[src/rtl/afr_pkg.sv]
// ----------------------------------------------------------------------------
// ASCII frame receiver package
// Shared types, character codes and defaults for the frame receiver.
// ----------------------------------------------------------------------------
package afr_pkg;

   localparam int MAX_PAYLOAD_DEFAULT = 80;

   // Character codes that steer the parser
   localparam logic [7:0] CHAR_DOLLAR = 8'h24;
   localparam logic [7:0] CHAR_CR     = 8'h0D;
   localparam logic [7:0] CHAR_LF     = 8'h0A;
   localparam logic [7:0] CHAR_STAR   = 8'h2A;

   typedef enum logic [2:0] {
      PH_START  = 3'd0,
      PH_ADDR   = 3'd1,
      PH_SENDER = 3'd2,
      PH_TYPE   = 3'd3,
      PH_MSG    = 3'd4
   } phase_type;

   typedef struct packed {
      logic [7:0] rx_byte;
   } req_payload_type;

   typedef struct packed {
      logic       byte_valid;
      logic [7:0] msg_byte;
      logic [6:0] msg_index;
      logic       frame_done;
      logic [7:0] frame_sender;
      logic [7:0] frame_type;
      logic [6:0] frame_length;
      logic       frame_too_long;
      logic       frame_aborted;
   } rsp_payload_type;

endpackage

[src/rtl/afr_req_if.sv]
// ----------------------------------------------------------------------------
// Request channel
// Valid/ready channel that carries one received byte per transfer.
// ----------------------------------------------------------------------------
interface afr_req_if;
   import afr_pkg::*;

   logic            valid;
   logic            ready;
   req_payload_type data;

   modport source (output valid, output data, input ready);
   modport sink   (input valid, input data, output ready);
endinterface

[src/rtl/afr_rsp_if.sv]
// ----------------------------------------------------------------------------
// Response channel
// Valid/ready channel that carries one parser result per transfer.
// ----------------------------------------------------------------------------
interface afr_rsp_if;
   import afr_pkg::*;

   logic            valid;
   logic            ready;
   rsp_payload_type data;

   modport source (output valid, output data, input ready);
   modport sink   (input valid, input data, output ready);
endinterface

[src/rtl/ascii_frame_receiver_unit.sv]
// ----------------------------------------------------------------------------
// ASCII frame receiver
// Recognizes '$' addr sender type payload '*' frames in a byte stream.
// ----------------------------------------------------------------------------
// Usage:
//   req_chan  : one received byte per transfer (valid/ready).
//   rsp_chan  : exactly one result per accepted byte, in order. A result
//               flags a payload byte with its index, a completed frame, an
//               overlong frame that was dropped, or a frame aborted by CR/LF;
//               sender, type and length are reported on every result.
//   csr_wr_en / csr_wr_data : write the device address (idle only).
// A result is registered; it shows on rsp_chan in the cycle after its byte.
// Throughput: one byte per clock unless stalled; the parser step is one short
//   combinational pass between the state registers and the result register.
// Reset (synchronous, active high): parser returns to waiting for '$',
//   count and latched bytes clear, device address clears to zero, the
//   result register empties and req_chan.ready is held low.
// Stall: when rsp_chan is not ready the result register holds its transfer;
//   req_chan.ready drops so no byte is taken until the result drains. A new
//   byte is taken in the same cycle that the pending result transfers.
// ----------------------------------------------------------------------------
module ascii_frame_receiver_unit #(
   parameter int MaxPayload = afr_pkg::MAX_PAYLOAD_DEFAULT
) (
   input  logic       clock,
   input  logic       reset,
   afr_req_if.sink    req_chan,
   afr_rsp_if.source  rsp_chan,
   input  logic       csr_wr_en,
   input  logic [7:0] csr_wr_data
);
   import afr_pkg::*;

   logic [7:0]      dev_addr_ff;
   logic            rsp_valid_ff, rsp_valid_in;
   rsp_payload_type rsp_data_ff;
   rsp_payload_type result;
   logic            req_take;

   // Take a byte when the result register is empty or drains this cycle
   assign req_chan.ready = !reset && (!rsp_valid_ff || rsp_chan.ready);
   assign req_take       = req_chan.valid && req_chan.ready;

   // Device address register
   always_ff @(posedge clock) begin
      if (reset) begin
         dev_addr_ff <= '0;
      end else if (csr_wr_en) begin
         dev_addr_ff <= csr_wr_data;
      end
   end

   afr_parser #(
      .MaxPayload (MaxPayload)
   ) u_parser (
      .clock          (clock),
      .reset          (reset),
      .step           (req_take),
      .rx_byte        (req_chan.data.rx_byte),
      .device_address (dev_addr_ff),
      .result         (result)
   );

   // Result register: load on a byte transfer, hold while stalled
   always_comb begin
      rsp_valid_in = req_take || (rsp_valid_ff && !rsp_chan.ready);
   end

   always_ff @(posedge clock) begin
      if (reset) begin
         rsp_valid_ff <= 1'b0;
      end else begin
         rsp_valid_ff <= rsp_valid_in;
      end
   end

   always_ff @(posedge clock) begin
      if (req_take) begin
         rsp_data_ff <= result;
      end
   end

   assign rsp_chan.valid = rsp_valid_ff;
   assign rsp_chan.data  = rsp_data_ff;

   // A taken byte always leaves a result behind it
   a_take_gives_result: assert property (@(posedge clock) disable iff (reset)
      req_take |=> rsp_valid_ff)
      else $error("byte transfer produced no result");

   // A result carries at most one event
   a_one_event: assert property (@(posedge clock) disable iff (reset)
      rsp_valid_ff |-> $onehot0({rsp_data_ff.byte_valid, rsp_data_ff.frame_done,
                                 rsp_data_ff.frame_too_long, rsp_data_ff.frame_aborted}))
      else $error("result carries more than one event");

   // A payload byte advances the length to one past its index
   a_index_length: assert property (@(posedge clock) disable iff (reset)
      (rsp_valid_ff && rsp_data_ff.byte_valid) |->
         (7'(rsp_data_ff.msg_index + 7'd1) == rsp_data_ff.frame_length))
      else $error("payload index and frame length disagree");

   // Nothing is taken while a stalled result is pending
   a_no_overrun: assert property (@(posedge clock) disable iff (reset)
      (rsp_valid_ff && !rsp_chan.ready) |-> !req_take)
      else $error("byte taken over a pending result");

endmodule

[src/rtl/afr_parser.sv]
// ----------------------------------------------------------------------------
// Frame parser
// Holds the parse phase, payload count and latched header bytes; computes
// the result for the current byte and advances state when a byte is taken.
// ----------------------------------------------------------------------------
module afr_parser #(
   parameter int MaxPayload = afr_pkg::MAX_PAYLOAD_DEFAULT
) (
   input  logic                     clock,
   input  logic                     reset,
   input  logic                     step,
   input  logic [7:0]               rx_byte,
   input  logic [7:0]               device_address,
   output afr_pkg::rsp_payload_type result
);
   import afr_pkg::*;

   localparam int CntW = $clog2(MaxPayload + 1);

   phase_type         phase_ff, phase_in;
   logic [CntW-1:0]   count_ff, count_in;
   logic [7:0]        sender_ff, sender_in;
   logic [7:0]        type_ff, type_in;
   logic [CntW+6:0]   count_wide, index_wide;

   always_ff @(posedge clock) begin
      if (reset) begin
         phase_ff  <= PH_START;
         count_ff  <= '0;
         sender_ff <= '0;
         type_ff   <= '0;
      end else if (step) begin
         phase_ff  <= phase_in;
         count_ff  <= count_in;
         sender_ff <= sender_in;
         type_ff   <= type_in;
      end
   end

   always_comb begin
      phase_in  = phase_ff;
      count_in  = count_ff;
      sender_in = sender_ff;
      type_in   = type_ff;
      result    = '0;

      if (rx_byte == CHAR_DOLLAR) begin
         phase_in = PH_ADDR;
      end else if (rx_byte == CHAR_CR || rx_byte == CHAR_LF) begin
         result.frame_aborted = (phase_ff != PH_START);
         phase_in = PH_START;
      end else begin
         case (phase_ff)
            PH_ADDR: begin
               phase_in = (rx_byte == device_address) ? PH_SENDER : PH_START;
            end
            PH_SENDER: begin
               sender_in = rx_byte;
               phase_in  = PH_TYPE;
            end
            PH_TYPE: begin
               type_in  = rx_byte;
               count_in = '0;
               phase_in = PH_MSG;
            end
            PH_MSG: begin
               if (rx_byte == CHAR_STAR) begin
                  result.frame_done = 1'b1;
                  phase_in = PH_START;
               end else if (count_ff >= CntW'(MaxPayload)) begin
                  result.frame_too_long = 1'b1;
                  phase_in = PH_START;
               end else begin
                  result.byte_valid = 1'b1;
                  result.msg_byte   = rx_byte;
                  count_in = count_ff + 1'b1;
               end
            end
            default: begin
               phase_in = PH_START;
            end
         endcase
      end

      // Report counts modulo 128
      index_wide = {7'd0, count_ff};
      count_wide = {7'd0, count_in};
      if (result.byte_valid) begin
         result.msg_index = index_wide[6:0];
      end
      result.frame_sender = sender_in;
      result.frame_type   = type_in;
      result.frame_length = count_wide[6:0];
   end

endmodule

[src/flat_wrapper.sv]
// flat-port wrapper written by rule: the top's interface ports become plain ports
module ascii_frame_receiver_unit_flat import afr_pkg::*;
#(
   parameter int MaxPayload = afr_pkg::MAX_PAYLOAD_DEFAULT
)
  (clock, reset, csr_wr_en, csr_wr_data, req_chan_valid, req_chan_data, req_chan_ready, rsp_chan_valid, rsp_chan_data, rsp_chan_ready);
  afr_req_if req_chan_i ();
  afr_rsp_if rsp_chan_i ();
  input  logic clock;
  input  logic reset;
  input  logic csr_wr_en;
  input  logic [7:0] csr_wr_data;
  input wire logic [$bits(req_chan_i.valid)-1:0] req_chan_valid;
  input wire logic [$bits(req_chan_i.data)-1:0] req_chan_data;
  output wire logic [$bits(req_chan_i.ready)-1:0] req_chan_ready;
  output wire logic [$bits(rsp_chan_i.valid)-1:0] rsp_chan_valid;
  output wire logic [$bits(rsp_chan_i.data)-1:0] rsp_chan_data;
  input wire logic [$bits(rsp_chan_i.ready)-1:0] rsp_chan_ready;
  assign req_chan_i.valid = req_chan_valid;
  assign req_chan_i.data = req_chan_data;
  assign req_chan_ready = req_chan_i.ready;
  assign rsp_chan_valid = rsp_chan_i.valid;
  assign rsp_chan_data = rsp_chan_i.data;
  assign rsp_chan_i.ready = rsp_chan_ready;
  ascii_frame_receiver_unit #(.MaxPayload(MaxPayload)) u_core (.clock(clock), .reset(reset), .req_chan(req_chan_i), .rsp_chan(rsp_chan_i), .csr_wr_en(csr_wr_en), .csr_wr_data(csr_wr_data));
endmodule
[config.mk]
export PLATFORM = sky130hd
export DESIGN_NAME = ascii_frame_receiver_unit_flat
export DESIGN_NICKNAME = d
export VERILOG_FILES = /design/src/rtl/afr_pkg.sv /design/src/rtl/afr_req_if.sv /design/src/rtl/afr_rsp_if.sv /design/src/rtl/ascii_frame_receiver_unit.sv /design/src/rtl/afr_parser.sv /design/src/flat_wrapper.sv
export SDC_FILE = /design/constraint.sdc
export NUM_CORES = 1
export LEC_CHECK = 0
export ABC_AREA = 1
export BUFFER_PORTS_ARGS = -buffer_cell sky130_fd_sc_hd__buf_4
export CAP_MARGIN = 30
export CORE_MARGIN = 3
export CORE_UTILIZATION = 39
export CTS_BUF_LIST = sky130_fd_sc_hd__clkbuf_4
export DETAILED_ROUTE_END_ITERATION = 16
export SYNTH_ARGS = -nofsm -noshare
export SYNTH_HDL_FRONTEND = slang
export SYNTH_SLANG_ARGS = --single-unit
[constraint.sdc]
create_clock -name clock -period 1.5 [get_ports clock]
set_input_delay 0.3 -clock clock [delete_from_list [all_inputs] [get_ports clock]]
set_output_delay 0.3 -clock clock [all_outputs]
set_load 0.02 [all_outputs]
* After elaboration in Yosys (flattened, before gate mapping) *
Cells that the tools add are included.

cells by class
  add/sub/neg operators = 1
  $lt $le $gt $ge = 1
  mux-type cells = 24
  equal/unequal tests = 10
  reductions and logical operators = 15
  bitwise gates (word level) = 2

operator list
  kind                   number
  $mux W8                6
  $mux W9                5
  $mux W7                4
  $eq A8 B4 Y1 const B   2
  $eq A8 B6 Y1 const B   2
  $pmux W7 S2            1
  $mux W3                4
  $pmux W3 S4            1
  $eq A8 B8 Y1           1
  $add A7 B1 Y7 const B  1
  $ge A7 B7 Y1 const B   1
  $eq A3 B2 Y1 const B   2
  $ne A5 B5 Y1 const B   1
  $reduce_or A5 Y1       1
  $reduce_or A4 Y1       1
  $eq A3 B1 Y1 const B   1
  $eq A3 B3 Y1 const B   1
  $logic_and A1 B1 Y1    3
  $logic_not A1 Y1       3
  $logic_or A1 B1 Y1     3
  $reduce_bool A3 Y1     1
  $reduce_or A3 Y1       1
  $mux W1                2
  $mux W2                1
  3 further kinds        4

word-level totals
  register bits = 77
  output and inout port bits = 44
  word-level logic and storage cells = 68

* Depth between registers and ports, before layout *
  depth in word-level cells = 6
  depth in mapped cells = 12
  mapped depth without buffers = 12

* Modules after synthesis *
From an unflattened synthesis, not the netlist that was laid out.

unflattened totals
  cells, all modules = 398
  area, all modules = 3467.1 sq um

modules (own cells, without submodules)
  module                     instances  area each (sq um)  cells each
  afr_parser                 1          1890.6             314
  ascii_frame_receiver_unit  1          1576.5             84

* Worst setup path before layout *
No wires, ideal clock.

  path kind = reg2reg
  start = reg u_core.rsp_valid_ff (netlist: u_core.rsp_chan.valid)
  end = reg u_core.rsp_data_ff (netlist bit u_core.rsp_chan.data[0]) (enable)
  period minus slack after synthesis = 1.570 ns
  cell stages (with the launch flop) = 5
  slack = -0.070 ns
  data arrival time = 1.206 ns
  cell sequence = dfxtp_1 -> nand2_1 -> nand3_2 -> inv_2 -> buf_4

between the ends
  word-level cells in the longest chain between the ends = 4

ends and longest elaborated chain
  what                       RTL line                         source
  start: declaration         ascii_frame_receiver_unit.sv:35  logic rsp_valid_ff, rsp_valid_in;
  start signal: assignment   ascii_frame_receiver_unit.sv:73  rsp_valid_ff <= rsp_valid_in;
  $logic_not A1 Y1           ascii_frame_receiver_unit.sv:41  assign req_chan.ready = !reset && (!rsp_valid_ff || rsp_chan.ready);
  $logic_or A1 B1 Y1         ascii_frame_receiver_unit.sv:41
  $logic_and A1 B1 Y1        ascii_frame_receiver_unit.sv:41
  $logic_and A1 B1 Y1        ascii_frame_receiver_unit.sv:42  assign req_take = req_chan.valid && req_chan.ready;
  named net u_core.req_take  ascii_frame_receiver_unit.sv:38  logic req_take;
  end signal: assignment     ascii_frame_receiver_unit.sv:79  rsp_data_ff <= result;
  end: declaration           ascii_frame_receiver_unit.sv:36  rsp_payload_type rsp_data_ff;

The timed path passes the listed nets, and every way through them passes these cells.
A chain may end at the register's enable or synchronous reset.

==> reports/summary.txt <==
number of max-cap violations = 0
CP max FO = 3
CTS Sinks = 77
Post-synth EDFFs = 42
nets@finish = 515
area fraction of the dominant cell type after synthesis = 36.3%
FMAX = 712 MHz
VDD IR max = 0.491 mV
grt total ovfl = 0
detailed-route via count = 2845
number of port buffers = 64
crit path kind = reg -> reg
post-synthesis cell area = 0.00348 sq mm
Synth area leaders = edfxtp_1 36%, dfxtp_1 20%, nand2_1 12%
Initial DRC Count = 109
outcome = complete, no violations
placed cells = 583
die width = 100 um
Area Growth Syn to Fin = 32.1%
Synth Warn # = 0
gp weighted congestion = 0.847
Comb power frac = 12.6%
switching pwr = 0.999 mW
Detail Placement HPWL = 5.62 mm
chip height = 100 um
Clock Path Buffers = 2
Lkg Pwr = 2.09 nW
Sequential Power Share = 57.3%
Final Cycle Share = 93.6%
die area = 0.0101 sq mm
crit path DAT = 1.59 ns
Synth Instances = 382
clock latency on the worst-skew pair = 0.42 ns
max_slew headroom = 75.0%
num rows = 33
register area share after synthesis = 56.4%
most common cell in the netlist = nand2_1
Hold WS = 0.0494 ns
HP Class = in -> reg
crit path launch type = register
CTS Hold Bufs = 0
layout cells sized above 1 = 35.2%
Pwr per Cell Area = 879 mW/mm^2
worst-margin pin slew = 0.376 ns
most common flop cell mapped by yosys = edfxtp_1
Post-synth ARST share = 0%
switching share of power = 24.7%
Tmin final = 1.40 ns
Clock Power Share = 30.1%
n_diodes = 0
final setup fails = 0
most frequent cells after synthesis = 108 x nand2_1, 44 x nor2_1, 42 x edfxtp_1
total CTS buffers = 9
drt via density = 4.73
Required @ worst endpoint = 1.68 ns
Core Area = 0.00842 sq mm
DR pass1 iterations = 4
hold violation count in the final report = 0
internal power = 3.04 mW
CTS tree = yes
I/O pin count = 65
final antenna-violating net count = 0
gr usage total = 16.6%
htree depth = 3
# DRC = 0
Layout Skew = 0.00961 ns
first-pass GRT wire length = 13.0 mm
routed len/inst = 12.9 um
post-synth cell types = 39
number of global-route vias before repair = 2741
overall power = 4.04 mW
Final Instance Count excl. Fillers = 602
Post-Syn Area per Cell = 9.11 sq um
initial antenna violation count = 0
crit end category = register
flops & latches, synth = 77
RSZ-0062 raised after global routing = true
Finished Core Util = 54.5%
largest net degree at the start of global routing = 45
fin. max-slew vios = 0
syn_nets = 405
root buf cell = clkbuf_4
Starting Density = 41.3%
clock transition at the registers of the reported paths = 0.11 ns
final wirelength = 7.76 mm
post-synth top area cell = edfxtp_1
[cells in the final DEF (no fill, tap or decap), types with 2 or more instances in the layout]
cell type	count
dfxtp_2	3
buf_6	2
nand2_2	3
and2_1	3
o21ai_0	12
nor2_2	2
dfxtp_1	31
nand3_2	2
o21ai_1	4
inv_1	21
buf_12	4
a21oi_1	4
edfxtp_1	42
nand2_1	108
clkbuf_4	11
nand4_1	3
nand2_4	4
nor2_1	42
o21ai_2	7
nand3_1	32
o211ai_1	2
and3_1	2
xor2_1	4
nor3_1	4
inv_4	3
buf_4	103
nor2_4	7
inv_2	13
clkinv_1	3
nor3_4	2
ha_1	2
[per-layer routing]
layer | vias to the layer above | part of all wire (%) | GRT usage, % | wire length, um
met4 | 0 | 2.0 | 8.08 | 152
met2 | 72 | 47 | 26.9 | 3680
met1 | 1286 | 46 | 21.3 | 3600
met3 | 14 | 4.3 | 3.13 | 330
met5 | - | 0 | 0 | 0
li1 | 1473 | - | - | -
[area by class of cell]
| class | count | area (sq um) |
|---|---|---|
| clock inverter | 5 | 51.3 |
| inverter | 38 | 150 |
| multi-input combinational | 257 | 1330 |
| tap | 105 | 131 |
| clock buffer | 11 | 82.6 |
| timing repair buffer | 109 | 876 |
| fill | 794 | 3830 |
| sequential | 77 | 1970 |
[worst max-delay path, stage by stage (launching register included)]
cell and delay [ns]:
dfxtp_1 0.38, inv_1 0.08, buf_4 0.14, ha_1 0.29
inv_1 0.07, nand2_1 0.06, and3_1 0.16
[state kept, by name (all words and copies together) (netlist names)]
signal                     cells
u_core.dev_addr_ff             8
u_core.rsp_chan.data          42
u_core.rsp_chan.valid          1
u_core.u_parser.count_ff       7
u_core.u_parser.phase_ff       3
u_core.u_parser.sender_ff      8
u_core.u_parser.type_ff        8
[through the flow]
step	setup slack (ns)	area (sq um)	TNS, ns
global route	-0.0191	4590	-0.0759
CTS	0.000543	4510	0
finish	0.0963	4590	0
global placement	-0.130	4380	-3.66
floorplan	0.0428	3480	0
detailed placement	-0.147	4380	-4.46
[timing repair]
action                                  CTS  global route
buffers inserted                          0             3
pin swaps                                 0             6
endpoints found under the setup margin    6            55
gates resized for setup                   1            19
[logic make-up after synthesis]
kind of cell / Yosys count / synth area share (%)
simple gates: 219 / 30.2
flops: 77 / 56.4
buf+inv: 48 / 6.01
compound gates: 32 / 5.68
xor+xnor: 4 / 1.01
fa+ha+maj: 2 / 0.719
[final timing paths]
check | start | endpoint | slack, ns | cells after the start
setup reg to reg | u_core.u_parser.count_ff[0] | u_core.rsp_chan.data[3] | 0.1 | 6
setup / recovery | u_core.u_parser.count_ff[0] | u_core.rsp_chan.data[3] | 0.1 | 6
hold / removal | reset | u_core.rsp_chan.valid | 0.05 | 2
hold reg to reg | u_core.u_parser.sender_ff[7] | u_core.u_parser.sender_ff[7] | 0.48 | 2
[power by group through the flow]
| stage | Sequential (mW) | Clock, mW | Combinational [mW] |
|---|---|---|---|
| final | 2.32 | 1.22 | 0.508 |
| after detailed placement | 2.36 | 0 | 0.511 |
| after global placement | 2.36 | 0 | 0.505 |
| after floorplan | 2.42 | 0 | 0.193 |
| after CTS | 2.32 | 1.26 | 0.513 |
| after global routing | 2.32 | 1.35 | 0.557 |
No activity file was read; power rests on OpenSTA's default activity.
